==> config.mk <==
export PLATFORM = sky130hd
export DESIGN_NAME = tga_rle_pixel_decoder
export DESIGN_NICKNAME = d
export VERILOG_FILES = /design/src/hw/rtl/tga_pkg.sv /design/src/hw/rtl/tga_front.sv /design/src/hw/rtl/tga_back.sv /design/src/hw/rtl/tga_addr.sv /design/src/hw/rtl/tga_rle_pixel_decoder.sv
export SDC_FILE = /design/constraint.sdc
export NUM_CORES = 1
export LEC_CHECK = 0
export BUFFER_PORTS_ARGS = -buffer_cell sky130_fd_sc_hd__buf_2
export CAP_MARGIN = 20
export CORE_MARGIN = 2
export CORE_UTILIZATION = 30
export DETAILED_ROUTE_END_ITERATION = 7
export SYNTH_ARGS = -nofsm -noshare
export SYNTH_HDL_FRONTEND = slang
export SYNTH_HIERARCHICAL = 1
export SYNTH_SLANG_ARGS = --single-unit
==> constraint.sdc <==
create_clock -name clk -period 5.7 [get_ports clk]
set_input_delay 0.855 -clock clk [delete_from_list [all_inputs] [get_ports clk]]
set_output_delay 0.855 -clock clk [all_outputs]
set_load 0.02 [all_outputs]
==> src/hw/rtl/tga_pkg.sv <==
// shared types and constants for the tga run-length pixel decoder
// no dependencies; used by every module of the block
package tga_pkg;

    localparam int unsigned DIM_W   = 16;
    localparam int unsigned BPP_W   = 3;
    localparam int unsigned BYTE_W  = 8;
    localparam int unsigned COLOR_W = 32;
    localparam int unsigned ADDR_W  = 32;
    localparam int unsigned STAT_W  = 2;

    // configuration register indexes (byte address is 4 * index)
    localparam logic [1:0] REG_WIDTH  = 2'd0;
    localparam logic [1:0] REG_HEIGHT = 2'd1;
    localparam logic [1:0] REG_BPP    = 2'd2;
    localparam logic [1:0] REG_ORIGIN = 2'd3;

    localparam logic [DIM_W-1:0] WIDTH_RESET  = 16'd1;
    localparam logic [DIM_W-1:0] HEIGHT_RESET = 16'd1;
    localparam logic [BPP_W-1:0] BPP_RESET    = 3'd4;
    localparam logic [BPP_W-1:0] BPP_ALPHA    = 3'd4;

    // result status codes
    localparam logic [STAT_W-1:0] ST_PIXEL   = 2'd0;
    localparam logic [STAT_W-1:0] ST_EARLY   = 2'd1;
    localparam logic [STAT_W-1:0] ST_REFUSED = 2'd2;

    localparam logic [BYTE_W-1:0] RUN_BIAS     = 8'd127;
    localparam logic [BYTE_W-1:0] ALPHA_OPAQUE = 8'hFF;

    typedef enum logic [1:0] {
        PH_HEADER,
        PH_LITERAL,
        PH_RUNPIX,
        PH_RUN
    } phase_t;

    typedef enum logic [1:0] {
        KIND_RUN_REQ,
        KIND_BYTE,
        KIND_LAST_BYTE
    } kind_t;

    typedef struct packed {
        kind_t             kind;
        logic [BYTE_W-1:0] data_byte;
    } item_t;

    typedef struct packed {
        logic [DIM_W-1:0] image_width;
        logic [DIM_W-1:0] image_height;
        logic [BPP_W-1:0] bytes_per_pixel;
        logic             top_origin;
    } cfg_t;

    typedef struct packed {
        logic [COLOR_W-1:0] color;
        logic [DIM_W-1:0]   row;
        logic [DIM_W-1:0]   col;
        logic [STAT_W-1:0]  status;
        logic               done;
    } result_t;

endpackage

==> src/hw/rtl/tga_front.sv <==
// front end: classifies incoming words and holds them in a two-entry queue
// depends on tga_pkg
module tga_front (
    input  logic            clk,
    input  logic            rst_n,
    input  logic            s_valid,
    output logic            s_ready,
    input  logic            s_func,
    input  logic [7:0]      s_byte,
    input  logic            s_last,
    output logic            q_valid,
    input  logic            q_ready,
    output tga_pkg::item_t  q_item
);

    tga_pkg::item_t slot_reg [2];
    logic           wr_ptr_reg;
    logic           rd_ptr_reg;
    logic [1:0]     count_reg;
    logic           push;
    logic           pop;
    tga_pkg::item_t item_in;

    always_comb
    begin
        item_in.data_byte = s_byte;
        if (s_func)
        begin
            item_in.kind = tga_pkg::KIND_RUN_REQ;
        end
        else if (s_last)
        begin
            item_in.kind = tga_pkg::KIND_LAST_BYTE;
        end
        else
        begin
            item_in.kind = tga_pkg::KIND_BYTE;
        end
    end

    assign s_ready = (count_reg != 2'd2);
    assign q_valid = (count_reg != 2'd0);
    assign push    = s_valid && s_ready;
    assign pop     = q_valid && q_ready;
    assign q_item  = slot_reg[rd_ptr_reg];

    always_ff @(posedge clk or negedge rst_n)
    begin
        if (!rst_n)
        begin
            wr_ptr_reg <= 1'b0;
            rd_ptr_reg <= 1'b0;
            count_reg  <= 2'd0;
        end
        else
        begin
            if (push)
            begin
                wr_ptr_reg <= ~wr_ptr_reg;
            end
            if (pop)
            begin
                rd_ptr_reg <= ~rd_ptr_reg;
            end
            if (push && !pop)
            begin
                count_reg <= count_reg + 2'd1;
            end
            else if (pop && !push)
            begin
                count_reg <= count_reg - 2'd1;
            end
        end
    end

    always_ff @(posedge clk)
    begin
        if (push)
        begin
            slot_reg[wr_ptr_reg] <= item_in;
        end
    end

endmodule

==> src/hw/rtl/tga_back.sv <==
// back end: packet decoder, pixel assembly and raster position tracking
// depends on tga_pkg
module tga_back (
    input  logic              clk,
    input  logic              rst_n,
    input  tga_pkg::cfg_t     cfg,
    input  logic              q_valid,
    output logic              q_ready,
    input  tga_pkg::item_t    q_item,
    output logic              res_valid,
    input  logic              res_ready,
    output tga_pkg::result_t  res
);

    tga_pkg::phase_t  phase_reg;
    tga_pkg::phase_t  phase_next;
    logic [7:0]       left_reg;
    logic [7:0]       left_next;
    logic [1:0]       bpos_reg;
    logic [1:0]       bpos_next;
    logic [7:0]       pix_reg [3];
    logic [7:0]       pix_next [3];
    logic [31:0]      run_color_reg;
    logic [31:0]      run_color_next;
    logic [15:0]      col_reg;
    logic [15:0]      col_next;
    logic [15:0]      row_reg;
    logic [15:0]      row_next;
    logic             res_valid_reg;
    tga_pkg::result_t res_reg;
    tga_pkg::result_t res_comb;

    logic        take;
    logic        is_byte;
    logic        eod;
    logic [7:0]  b;
    logic [1:0]  bpos_inc;
    logic        has_alpha;
    logic        pix_complete;
    logic [7:0]  pb_new [3];
    logic [31:0] color_new;
    logic        run_go;
    logic        lit_pix;
    logic        runpix_done;
    logic        pixel;
    logic [7:0]  left_dec;
    logic [15:0] row_flip;
    logic        col_wrap;
    logic        row_wrap;
    logic        done;
    logic        refused;
    logic        early;
    logic        emit;

    // shared decode of the item at the head of the queue
    always_comb
    begin
        q_ready      = res_ready || !res_valid_reg;
        take         = q_valid && q_ready;
        is_byte      = (q_item.kind != tga_pkg::KIND_RUN_REQ);
        eod          = (q_item.kind == tga_pkg::KIND_LAST_BYTE);
        b            = q_item.data_byte;
        bpos_inc     = bpos_reg + 2'd1;
        has_alpha    = (cfg.bytes_per_pixel == tga_pkg::BPP_ALPHA);
        pix_complete = (bpos_inc == 2'd0) || (!has_alpha && (bpos_inc == 2'd3));
        for (int i = 0; i < 3; i++)
        begin
            pb_new[i] = (bpos_reg == 2'(i)) ? b : pix_reg[i];
        end
        color_new = {(has_alpha ? b : tga_pkg::ALPHA_OPAQUE), pb_new[2], pb_new[1], pb_new[0]};
        run_go      = !is_byte && (phase_reg == tga_pkg::PH_RUN) && (left_reg != 8'd0);
        lit_pix     = is_byte && (phase_reg == tga_pkg::PH_LITERAL) && pix_complete;
        runpix_done = is_byte && (phase_reg == tga_pkg::PH_RUNPIX) && pix_complete;
        pixel       = run_go || lit_pix;
        left_dec    = left_reg - 8'd1;
        row_flip    = cfg.top_origin ? row_reg : (cfg.image_height - 16'd1 - row_reg);
        col_wrap    = ({1'b0, col_reg} + 17'd1) >= {1'b0, cfg.image_width};
        row_wrap    = ({1'b0, row_reg} + 17'd1) >= {1'b0, cfg.image_height};
        done        = pixel && col_wrap && row_wrap;
        refused     = is_byte && (phase_reg == tga_pkg::PH_RUN);
        early       = is_byte && eod && !done && (phase_reg != tga_pkg::PH_RUN) && !runpix_done;
        emit        = pixel || refused || early;

        res_comb.color  = pixel ? (run_go ? run_color_reg : color_new) : 32'd0;
        res_comb.row    = pixel ? row_flip : 16'd0;
        res_comb.col    = pixel ? col_reg : 16'd0;
        res_comb.done   = done;
        if (refused)
        begin
            res_comb.status = tga_pkg::ST_REFUSED;
        end
        else if (early)
        begin
            res_comb.status = tga_pkg::ST_EARLY;
        end
        else
        begin
            res_comb.status = tga_pkg::ST_PIXEL;
        end
    end

    // packet phase
    always_comb
    begin
        phase_next = phase_reg;
        if (take)
        begin
            unique case (phase_reg)
                tga_pkg::PH_HEADER:
                begin
                    if (is_byte)
                    begin
                        phase_next = b[7] ? tga_pkg::PH_RUNPIX : tga_pkg::PH_LITERAL;
                    end
                end
                tga_pkg::PH_LITERAL:
                begin
                    if (lit_pix && (left_dec == 8'd0))
                    begin
                        phase_next = tga_pkg::PH_HEADER;
                    end
                end
                tga_pkg::PH_RUNPIX:
                begin
                    if (runpix_done)
                    begin
                        phase_next = tga_pkg::PH_RUN;
                    end
                end
                tga_pkg::PH_RUN:
                begin
                    if (run_go && (left_dec == 8'd0))
                    begin
                        phase_next = tga_pkg::PH_HEADER;
                    end
                end
                default:
                begin
                    phase_next = tga_pkg::PH_HEADER;
                end
            endcase
            if (done)
            begin
                phase_next = tga_pkg::PH_HEADER;
            end
        end
    end

    // counters, pixel bytes and run color
    always_comb
    begin
        left_next      = left_reg;
        bpos_next      = bpos_reg;
        run_color_next = run_color_reg;
        col_next       = col_reg;
        row_next       = row_reg;
        for (int i = 0; i < 3; i++)
        begin
            pix_next[i] = pix_reg[i];
        end
        if (take)
        begin
            if (is_byte && (phase_reg == tga_pkg::PH_HEADER))
            begin
                left_next = b[7] ? (b - tga_pkg::RUN_BIAS) : (b + 8'd1);
                bpos_next = 2'd0;
            end
            else if (is_byte && (phase_reg != tga_pkg::PH_RUN))
            begin
                for (int i = 0; i < 3; i++)
                begin
                    pix_next[i] = pb_new[i];
                end
                bpos_next = pix_complete ? 2'd0 : bpos_inc;
                if (lit_pix)
                begin
                    left_next = left_dec;
                end
                if (runpix_done)
                begin
                    run_color_next = color_new;
                end
            end
            else if (run_go)
            begin
                left_next = left_dec;
            end

            if (pixel)
            begin
                if (col_wrap)
                begin
                    col_next = 16'd0;
                    row_next = row_wrap ? 16'd0 : (row_reg + 16'd1);
                end
                else
                begin
                    col_next = col_reg + 16'd1;
                end
            end
            if (done)
            begin
                left_next = 8'd0;
                bpos_next = 2'd0;
            end
        end
    end

    always_ff @(posedge clk or negedge rst_n)
    begin
        if (!rst_n)
        begin
            phase_reg     <= tga_pkg::PH_HEADER;
            left_reg      <= 8'd0;
            bpos_reg      <= 2'd0;
            run_color_reg <= 32'd0;
            col_reg       <= 16'd0;
            row_reg       <= 16'd0;
            res_valid_reg <= 1'b0;
            for (int i = 0; i < 3; i++)
            begin
                pix_reg[i] <= 8'd0;
            end
        end
        else
        begin
            phase_reg     <= phase_next;
            left_reg      <= left_next;
            bpos_reg      <= bpos_next;
            run_color_reg <= run_color_next;
            col_reg       <= col_next;
            row_reg       <= row_next;
            for (int i = 0; i < 3; i++)
            begin
                pix_reg[i] <= pix_next[i];
            end
            if (q_ready)
            begin
                res_valid_reg <= take && emit;
            end
        end
    end

    always_ff @(posedge clk)
    begin
        if (take && emit)
        begin
            res_reg <= res_comb;
        end
    end

    assign res_valid = res_valid_reg;
    assign res       = res_reg;

endmodule

==> src/hw/rtl/tga_addr.sv <==
// output stage: frame-store address multiply and output register
// depends on tga_pkg
module tga_addr (
    input  logic              clk,
    input  logic              rst_n,
    input  logic [15:0]       image_width,
    input  logic              res_valid,
    output logic              res_ready,
    input  tga_pkg::result_t  res,
    output logic              m_valid,
    input  logic              m_ready,
    output logic [31:0]       m_color,
    output logic [31:0]       m_addr,
    output logic [1:0]        m_status,
    output logic              m_done
);

    logic        valid_reg;
    logic [31:0] color_reg;
    logic [31:0] addr_reg;
    logic [1:0]  status_reg;
    logic        done_reg;
    logic [31:0] addr_next;

    // row * width + column, always fits in 32 bits
    assign addr_next = ({16'd0, res.row} * {16'd0, image_width}) + {16'd0, res.col};
    assign res_ready = m_ready || !valid_reg;

    always_ff @(posedge clk or negedge rst_n)
    begin
        if (!rst_n)
        begin
            valid_reg <= 1'b0;
        end
        else if (res_ready)
        begin
            valid_reg <= res_valid;
        end
    end

    always_ff @(posedge clk)
    begin
        if (res_ready && res_valid)
        begin
            color_reg  <= res.color;
            addr_reg   <= addr_next;
            status_reg <= res.status;
            done_reg   <= res.done;
        end
    end

    assign m_valid  = valid_reg;
    assign m_color  = color_reg;
    assign m_addr   = addr_reg;
    assign m_status = status_reg;
    assign m_done   = done_reg;

endmodule

==> src/hw/rtl/tga_rle_pixel_decoder.sv <==
// tga run-length pixel decoder top level; uses tga_pkg, tga_front, tga_back, tga_addr
// a result passes the front queue slot, the tga_back result register and the tga_addr
//   output register before it is valid on the master side
// throughput: one word per cycle, bytes and run requests alike; a 2-entry front queue
//   and the result and output registers let either side stall on its own
// reset: rst_n asynchronous active low clears decoder state and counters and returns
//   the config regs to their reset values
module tga_rle_pixel_decoder (
    input  logic        clk,
    input  logic        rst_n,
    // stream input
    input  logic        s_tvalid,
    output logic        s_tready,
    input  logic [7:0]  s_tdata,   // [7:0] data_byte
    input  logic        s_tuser,   // [0] func
    input  logic        s_tlast,   // end_of_data
    // pixel output
    output logic        m_tvalid,
    input  logic        m_tready,
    output logic [63:0] m_tdata,   // [31:0] pixel_color, [63:32] pixel_address
    output logic [1:0]  m_tuser,   // [1:0] status
    output logic        m_tlast,   // image_done
    // configuration port
    input  logic        psel,
    input  logic        penable,
    input  logic        pwrite,
    input  logic [3:0]  paddr,
    input  logic [31:0] pwdata,
    output logic [31:0] prdata,
    output logic        pready
);

    tga_pkg::cfg_t    cfg_reg;
    logic             cfg_wr;
    logic [1:0]       cfg_idx;

    logic             q_valid;
    logic             q_ready;
    tga_pkg::item_t   q_item;

    logic             res_valid;
    logic             res_ready;
    tga_pkg::result_t res;

    logic [31:0]      out_color;
    logic [31:0]      out_addr;

    // register file: written in the apb access cycle, no wait states
    assign pready  = 1'b1;
    assign cfg_wr  = psel && penable && pwrite && pready;
    assign cfg_idx = paddr[3:2];

    always_ff @(posedge clk or negedge rst_n)
    begin
        if (!rst_n)
        begin
            cfg_reg.image_width     <= tga_pkg::WIDTH_RESET;
            cfg_reg.image_height    <= tga_pkg::HEIGHT_RESET;
            cfg_reg.bytes_per_pixel <= tga_pkg::BPP_RESET;
            cfg_reg.top_origin      <= 1'b0;
        end
        else if (cfg_wr)
        begin
            unique case (cfg_idx)
                tga_pkg::REG_WIDTH:  cfg_reg.image_width     <= pwdata[15:0];
                tga_pkg::REG_HEIGHT: cfg_reg.image_height    <= pwdata[15:0];
                tga_pkg::REG_BPP:    cfg_reg.bytes_per_pixel <= pwdata[2:0];
                tga_pkg::REG_ORIGIN: cfg_reg.top_origin      <= pwdata[0];
                default:             cfg_reg.top_origin      <= cfg_reg.top_origin;
            endcase
        end
    end

    // read back, zero extended
    always_comb
    begin
        unique case (cfg_idx)
            tga_pkg::REG_WIDTH:  prdata = {16'd0, cfg_reg.image_width};
            tga_pkg::REG_HEIGHT: prdata = {16'd0, cfg_reg.image_height};
            tga_pkg::REG_BPP:    prdata = {29'd0, cfg_reg.bytes_per_pixel};
            tga_pkg::REG_ORIGIN: prdata = {31'd0, cfg_reg.top_origin};
            default:             prdata = 32'd0;
        endcase
    end

    // front: tags each word as byte, last byte or run request and queues it
    tga_front u_front (
        .clk     (clk),
        .rst_n   (rst_n),
        .s_valid (s_tvalid),
        .s_ready (s_tready),
        .s_func  (s_tuser),
        .s_byte  (s_tdata),
        .s_last  (s_tlast),
        .q_valid (q_valid),
        .q_ready (q_ready),
        .q_item  (q_item)
    );

    // back: packet state machine, one queued word per cycle while its result register can drain
    tga_back u_back (
        .clk       (clk),
        .rst_n     (rst_n),
        .cfg       (cfg_reg),
        .q_valid   (q_valid),
        .q_ready   (q_ready),
        .q_item    (q_item),
        .res_valid (res_valid),
        .res_ready (res_ready),
        .res       (res)
    );

    // address multiply and output register
    tga_addr u_addr (
        .clk         (clk),
        .rst_n       (rst_n),
        .image_width (cfg_reg.image_width),
        .res_valid   (res_valid),
        .res_ready   (res_ready),
        .res         (res),
        .m_valid     (m_tvalid),
        .m_ready     (m_tready),
        .m_color     (out_color),
        .m_addr      (out_addr),
        .m_status    (m_tuser),
        .m_done      (m_tlast)
    );

    assign m_tdata = {out_addr, out_color};

endmodule

==> impl_metrics.ini, run 1 <==
[status]
run_status = finished, violations left
violations = setup timing

[route]
detail_route.iter0.violations = 938
drt_drc_violations_left = 0
via_count = 16420
wl_per_cell_um = 15.88
antenna_violating_nets_post_route = 0
finalWirelength_um = 56950
drt_pass1_iterations = 5
vias_per_instance = 4.576

[cts]
tritoncts = done
cts-buffers-inserted = 36
ctsHoldBuffers = 0
max-clock-path-buffers = 3
clkTransAtPathRegs_ps = 70
clock_sink_count = 296
clock_tree.htree_level_count = 2
library_cell_used_as_clock_root_buffer = sky130_fd_sc_hd__clkbuf_16
clock_insertion_delay_worst_skew_ps = 570

[global_routing]
first_pass_grt_wire_length_um = 91100
grt_antenna_before_repair = 5
grt_overflow = 0
track_usage_pct = 14.05
first_global_vias = 16610
pin_count_of_the_biggest_net_entering_global_routing = 92

[yosys]
synth_cells = 2277
post-synth-top-area-fraction_pct = 19.71
asyncSetResetFlopFracSynth_pct = 47.97
ys_dominant_reg_cell = sky130_fd_sc_hd__edfxtp_1
post_synth_main_area_contributors = sky130_fd_sc_hd__edfxtp_1, sky130_fd_sc_hd__fa_1, sky130_fd_sc_hd__dfrtp_1
yosysWarnings = 6
synth_cell_count_leaders = sky130_fd_sc_hd__inv_1, sky130_fd_sc_hd__nand2_1, sky130_fd_sc_hd__fa_1
syn_area_per_cell_um2 = 10.30
mappedNetlistArea_um2 = 23460
synth_largest_area_cell = sky130_fd_sc_hd__edfxtp_1
sequential_element_share_of_the_synthesized_area_pct = 34.88
synth_seq_cells = 296
synth.distinct_cells = 93
post_synth_edffs = 154
most_frequent_cell_after_synthesis = sky130_fd_sc_hd__inv_1

[sta]
final_critical_path_setup_slack_ps = -118.8
tns_ps = -259.8
fin_crit_sh_pct = 102.1
fin_worst_skew_ps = 21.35
setup_viols_final = 4
finalHoldViolations = 0
transition_time_at_the_pin_with_the_least_slew_margin_ps = 1016
max_slew_violation_total_from_the_final_report = 0
maxSlewHeadroom_pct = 32.18
period_needed_ps = 5819
unrepaired_setup_endpoints_after_global_routing = yes
maxClockFrequency_ghz = 0.1719

[critical_path]
critical-path-top-cell-by-count = sky130_fd_sc_hd__fa_1
cp-start-kind = flip-flop
end_kind = flip-flop
critPathMaxStageDelay_ps = 550
critical-path-top-delay-family = adder cells
path_cells = buf_6 > and2_4 > fa_1 > inv_1 > fa_2 > fa_1 > inv_1 > fa_2 > fa_1 > inv_1 > fa_1 > inv_2 > ha_4 > and3_4 > nand3_4 > a2111oi_4 > nor3_4 > or4b_1 > o311a_1
worst_path_max_delay_cell = sky130_fd_sc_hd__fa_2
crit_path_max_fanout = 6
critical_path_arrival_ps = 6120
crit_type = reg -> reg
cp.buffers_inverters = 5
timing.critical_path.required_ps = 6000

[cells_and_area]
largest_register_ffs = 67
layout_cells_sized_above_1_pct = 22.10
syn_to_final_growth_pct = 19.92
multi_input_comb_area_um2 = 14060
layout.cell_area.non_filler_um2 = 28130
final-seq-area_um2 = 8195
n_antenna_cell = 0
layout.nets = 2948
n_fill_cell = 7738

[die]
die_area_um2 = 80440
initial_core_util_pct = 30.28
io_pins = 155
die_y_um = 283.6
core_region_area_um2 = 77470
floorplan.rows = 102
die_x_um = 283.6

[placed_design]
numPortBuffers = 119
hpwl_um = 43380
detailed_place.area_um2 = 26110
routabilityCongestion = 0.8344

[flow_run]
max-cap-violations = 0

[hold_path]
hp-class = in -> async
## logic make-up after synthesis
logic type,after synthesis,synth area share [%]
other,2,0.03202
XOR/XNOR,78,2.912
multiplexers,117,5.473
AO/OA/AOI/OAI,317,8.780
adder cells (fa/ha/maj),376,26.81
buffers and inverters,436,7.558
flip-flops,296,34.88
AND/OR/NAND/NOR,655,13.56
## layout by cell type (no fill, tap or decap), types with 118 or more instances in the layout
cell                         n
sky130_fd_sc_hd__and2_1    119
sky130_fd_sc_hd__buf_2     118
sky130_fd_sc_hd__buf_4     150
sky130_fd_sc_hd__dfrtp_1   128
sky130_fd_sc_hd__edfxtp_1  154
sky130_fd_sc_hd__fa_1      203
sky130_fd_sc_hd__ha_1      150
sky130_fd_sc_hd__inv_1     313
sky130_fd_sc_hd__nand2_1   237
sky130_fd_sc_hd__nor2_1    140
## metal layers
metal	part of all wire, %	GRT usage [%]	up-vias	routed length [um]
met5	0.084	0	-	48
met4	2.1	3.664	8	1183
met3	4.7	2.580	79	2680
met2	45	22.52	308	25810
met1	48	19.53	8074	27220
li1	-	-	7946	-
## final cells by class
cell class | instances | share of cell area [%]
Timing Repair Buffer | 296 | 7.374
Clock buffer | 48 | 3.509
Multi-Input combinational cell | 1560 | 50.00
Tap cell | 1040 | 4.626
Inverter | 329 | 4.390
Sequential cell | 296 | 29.13
Clock inverter | 18 | 0.9696
## stage by stage
stage / hold WS [ps] / instances / utilization [%] / setup WS [ps]
finish: 374.0 / 3587 / 36.31 / -118.8
global route: 424.9 / 3587 / 36.31 / -267.2
CTS: 413.2 / 3576 / 35.94 / -90.28
detailed placement: 404.5 / 3493 / 33.70 / -449.8
global placement: 403.7 / 3493 / 33.70 / -428.6
floorplan: 400.3 / 2292 / - / -17.13
## repair_timing
item | in CTS | in global routing
setup buffers | 18 | 9
resized for setup | 90 | 46
pin swaps | 83 | 38
setup endpoints to repair | 15 | 18
## worst reg2reg max path, cell delays in order (launching register included)
cell	delay [ps]
sky130_fd_sc_hd__dfrtp_2	470
sky130_fd_sc_hd__buf_6	160
sky130_fd_sc_hd__and2_4	130
sky130_fd_sc_hd__fa_1	470
sky130_fd_sc_hd__inv_1	50
sky130_fd_sc_hd__fa_2	550
sky130_fd_sc_hd__fa_1	430
sky130_fd_sc_hd__inv_1	90
sky130_fd_sc_hd__fa_2	440
sky130_fd_sc_hd__fa_1	540
sky130_fd_sc_hd__inv_1	50
sky130_fd_sc_hd__fa_1	480
sky130_fd_sc_hd__inv_2	40
sky130_fd_sc_hd__ha_4	250
sky130_fd_sc_hd__and3_4	200
sky130_fd_sc_hd__nand3_4	90
sky130_fd_sc_hd__a2111oi_4	350
sky130_fd_sc_hd__nor3_4	90
sky130_fd_sc_hd__or4b_1	510
sky130_fd_sc_hd__o311a_1	130
## path summary, 6_finish.rpt
| path | from | endpoint | slack, ps | depth (start not counted) |
|---|---|---|---|---|
| max | cfg_reg[26]$_DFFE_PN0P_ | u_addr/m_addr[29]$_DFFE_PP_ | -120 | 19 |
| min | rst_n | u_addr/m_valid$_DFFE_PN0N_ | 370 | 1 |
| max reg2reg | cfg_reg[26]$_DFFE_PN0P_ | u_addr/m_addr[29]$_DFFE_PP_ | -120 | 19 |
| min reg2reg | u_back/res[40]$_SDFFCE_PN0P_ | u_addr/m_color[5]$_DFFE_PP_ | 410 | 0 |
| max in group asynchronous | rst_n | u_back/pix_reg[5]$_DFFE_PN0P_ | 4060 | 2 |
| min in group clk | u_back/res[40]$_SDFFCE_PN0P_ | u_addr/m_color[5]$_DFFE_PP_ | 410 | 0 |
Power of run 1 is left out: the tool's default activity adds up to more than one toggle a clock period on the data nets, which glitch-free logic cannot reach.
==> run 2: changes to the inputs <==
- BUFFER_PORTS_ARGS: -buffer_cell sky130_fd_sc_hd__buf_2 -> -buffer_cell sky130_fd_sc_hd__clkbuf_2
- SETUP_SLACK_MARGIN: not set -> 0.2
- clock period: 5.7 -> 6.67 ns (I/O delays scaled with it)
==> run 2 against run 1 <==
Against the previous run:
- the flow now finishes without violations
- routed wire length is 1.6% lower
- sequential cell count stayed put
- register-to-register slack better by 560 ps
- critical path type unchanged
- largest cell class unchanged
- highest routed layer is now met4
- non-clock buffer count shrank 117
==> impl_metrics.ini, run 2 (synthesis gave the netlist of run 1 again) <==
[die]
io_pins = 155
die_area_um2 = 80440
die_x_um = 283.6
core_region_area_um2 = 77470
initial_core_util_pct = 30.28
floorplan.rows = 102
die_y_um = 283.6

[sta]
unrepaired_setup_endpoints_after_global_routing = no
finalHoldViolations = 0
period_needed_ps = 6229
max_slew_violation_total_from_the_final_report = 0
transition_time_at_the_pin_with_the_least_slew_margin_ps = 935.9
setup_viols_final = 0
fin_crit_sh_pct = 93.38
fin_worst_skew_ps = 15.44
tns_ps = 0
maxSlewHeadroom_pct = 37.54
maxClockFrequency_ghz = 0.1605
holdWs_ps = 418.2

[route]
finalWirelength_um = 56060
drt_pass1_iterations = 5
route.top_layer_used = met4
detail_route.iter0.violations = 937
dr_wl_met2_um = 24340
antenna_violating_nets_post_route = 0
drt_drc_violations_left = 0
wl_met3_um = 2958
route.layer.met1.wl_um = 27820
vias_per_instance = 4.638
via_count = 16070
wl_per_cell_um = 16.17

[flow_run]
max-cap-violations = 0

[global_routing]
track_usage_pct = 13.95
first_pass_grt_wire_length_um = 90220
first_global_vias = 16050
grt_antenna_before_repair = 1
grt_overflow = 0
pin_count_of_the_biggest_net_entering_global_routing = 75

[cells_and_area]
final_cell_mix = sky130_fd_sc_hd__inv_1, sky130_fd_sc_hd__nand2_1, sky130_fd_sc_hd__fa_1, sky130_fd_sc_hd__ha_1, sky130_fd_sc_hd__edfxtp_1
final_common_cell = sky130_fd_sc_hd__inv_1
layout.nets = 2829
instances_no_fill = 3466
syn_to_final_growth_pct = 13.57
n_antenna_cell = 0
layout_cells_sized_above_1_pct = 14.84
postLayoutCoreUtil_pct = 34.39
largest_register_ffs = 67

[placed_design]
hpwl_um = 42840
dp_cells = 3390
routabilityCongestion = 0.8254
numPortBuffers = 119

[cts]
tritoncts = done
cts-buffers-inserted = 34
clkTransAtPathRegs_ps = 70
clock_insertion_delay_worst_skew_ps = 580
clock_sink_count = 296
clock_tree.htree_level_count = 2
max-clock-path-buffers = 3
library_cell_used_as_clock_root_buffer = sky130_fd_sc_hd__clkbuf_16

[critical_path]
cp-start-kind = flip-flop
timing.critical_path.required_ps = 6990
path_cells = and2_1 > fa_1 > inv_1 > fa_1 > inv_1 > fa_1 > fa_1 > fa_1 > inv_1 > fa_1 > inv_1 > ha_1 > a21oi_1 > buf_4 > o21ai_0 > or3_1 > o32a_1 > a21oi_1 > xnor2_1
worst_path_max_delay_cell = sky130_fd_sc_hd__edfxtp_1
crit_path_max_fanout = 10
end_kind = flip-flop
crit_type = reg -> reg
critical-path-top-cell-by-count = sky130_fd_sc_hd__fa_1
cp.buffers_inverters = 5
critPathMaxStageDelay_ps = 590
critical_path_arrival_ps = 6550
critical-path-top-delay-family = adder cells

[hold_path]
hp-class = reg -> reg

[status]
run_status = finished clean
[run 2: cell count changes in the layout (fill, tap and decap cells not counted), sizes merged]
cell      previous run  this run
clkinvlp             0         3
clkinv              12        15
buf                296        61
clkbuf              48       156
[run 2: final timing paths]
| kind | startpoint | depth (start not counted) | endpoint | slack (ps) |
|---|---|---|---|---|
| max | u_back/res[30]$_SDFFCE_PN0P_ | 19 | u_addr/m_addr[27]$_DFFE_PP_ | 440 |
| min | u_back/res[64]$_SDFFCE_PN0P_ | 0 | u_addr/m_color[29]$_DFFE_PP_ | 420 |
| max reg2reg | u_back/res[30]$_SDFFCE_PN0P_ | 19 | u_addr/m_addr[27]$_DFFE_PP_ | 440 |
| min reg2reg | u_back/res[64]$_SDFFCE_PN0P_ | 0 | u_addr/m_color[29]$_DFFE_PP_ | 420 |
| max in group asynchronous | rst_n | 2 | u_back/left_reg[5]$_DFFE_PN0P_ | 4800 |
| min in group asynchronous | rst_n | 1 | u_addr/m_valid$_DFFE_PN0N_ | 440 |
[run 2: per-layer routing]
| layer | vias to the layer above | track usage [%] |
|---|---|---|
| met5 | - | 0 |
| met4 | 0 | 3.571 |
| met3 | 61 | 2.034 |
| met2 | 405 | 21.04 |
| met1 | 7902 | 20.83 |
| li1 | 7706 | - |
[run 2: repair_timing]
action                                  in CTS  in global routing
hold buffers                                 0                  0
buffers inserted                             0                 10
resized for setup                            0                 13
endpoints found under the setup margin       0                 11
[run 2: final cells by class]
type | count | area [um2]
clock inverters | 24 | 279.0
well taps | 1040 | 1301
multi-input cells | 1560 | 13600
repair buffers | 179 | 1130
flip-flops and latches | 296 | 8192
inverters | 329 | 1235
fillers | 7837 | 50830
clock buffers | 38 | 907.1
[run 2: through the flow]
| stage | area (um2) | setup slack (ps) |
|---|---|---|
| 3_5_place_dp | 25240 | 308.2 |
| 2_1_floorplan | 23510 | 730.1 |
| 6_report | 26640 | 441.2 |
| 3_3_place_gp | 25240 | 355.4 |
| 5_1_grt | 26640 | 152.9 |
| 4_1_cts | 26430 | 299.0 |
[run 2: worst register-to-register path, stage by stage, from the launching register on]
cell and delay, ps:
sky130_fd_sc_hd__edfxtp_1 590, sky130_fd_sc_hd__and2_1 250, sky130_fd_sc_hd__fa_1 500, sky130_fd_sc_hd__inv_1 50
sky130_fd_sc_hd__fa_1 540, sky130_fd_sc_hd__inv_1 50, sky130_fd_sc_hd__fa_1 560, sky130_fd_sc_hd__fa_1 460
sky130_fd_sc_hd__fa_1 540, sky130_fd_sc_hd__inv_1 50, sky130_fd_sc_hd__fa_1 520, sky130_fd_sc_hd__inv_1 40
sky130_fd_sc_hd__ha_1 390, sky130_fd_sc_hd__a21oi_1 240, sky130_fd_sc_hd__buf_4 150, sky130_fd_sc_hd__o21ai_0 100
sky130_fd_sc_hd__or3_1 330, sky130_fd_sc_hd__o32a_1 340, sky130_fd_sc_hd__a21oi_1 200, sky130_fd_sc_hd__xnor2_1 100
Power of run 2 is left out for the same reason.
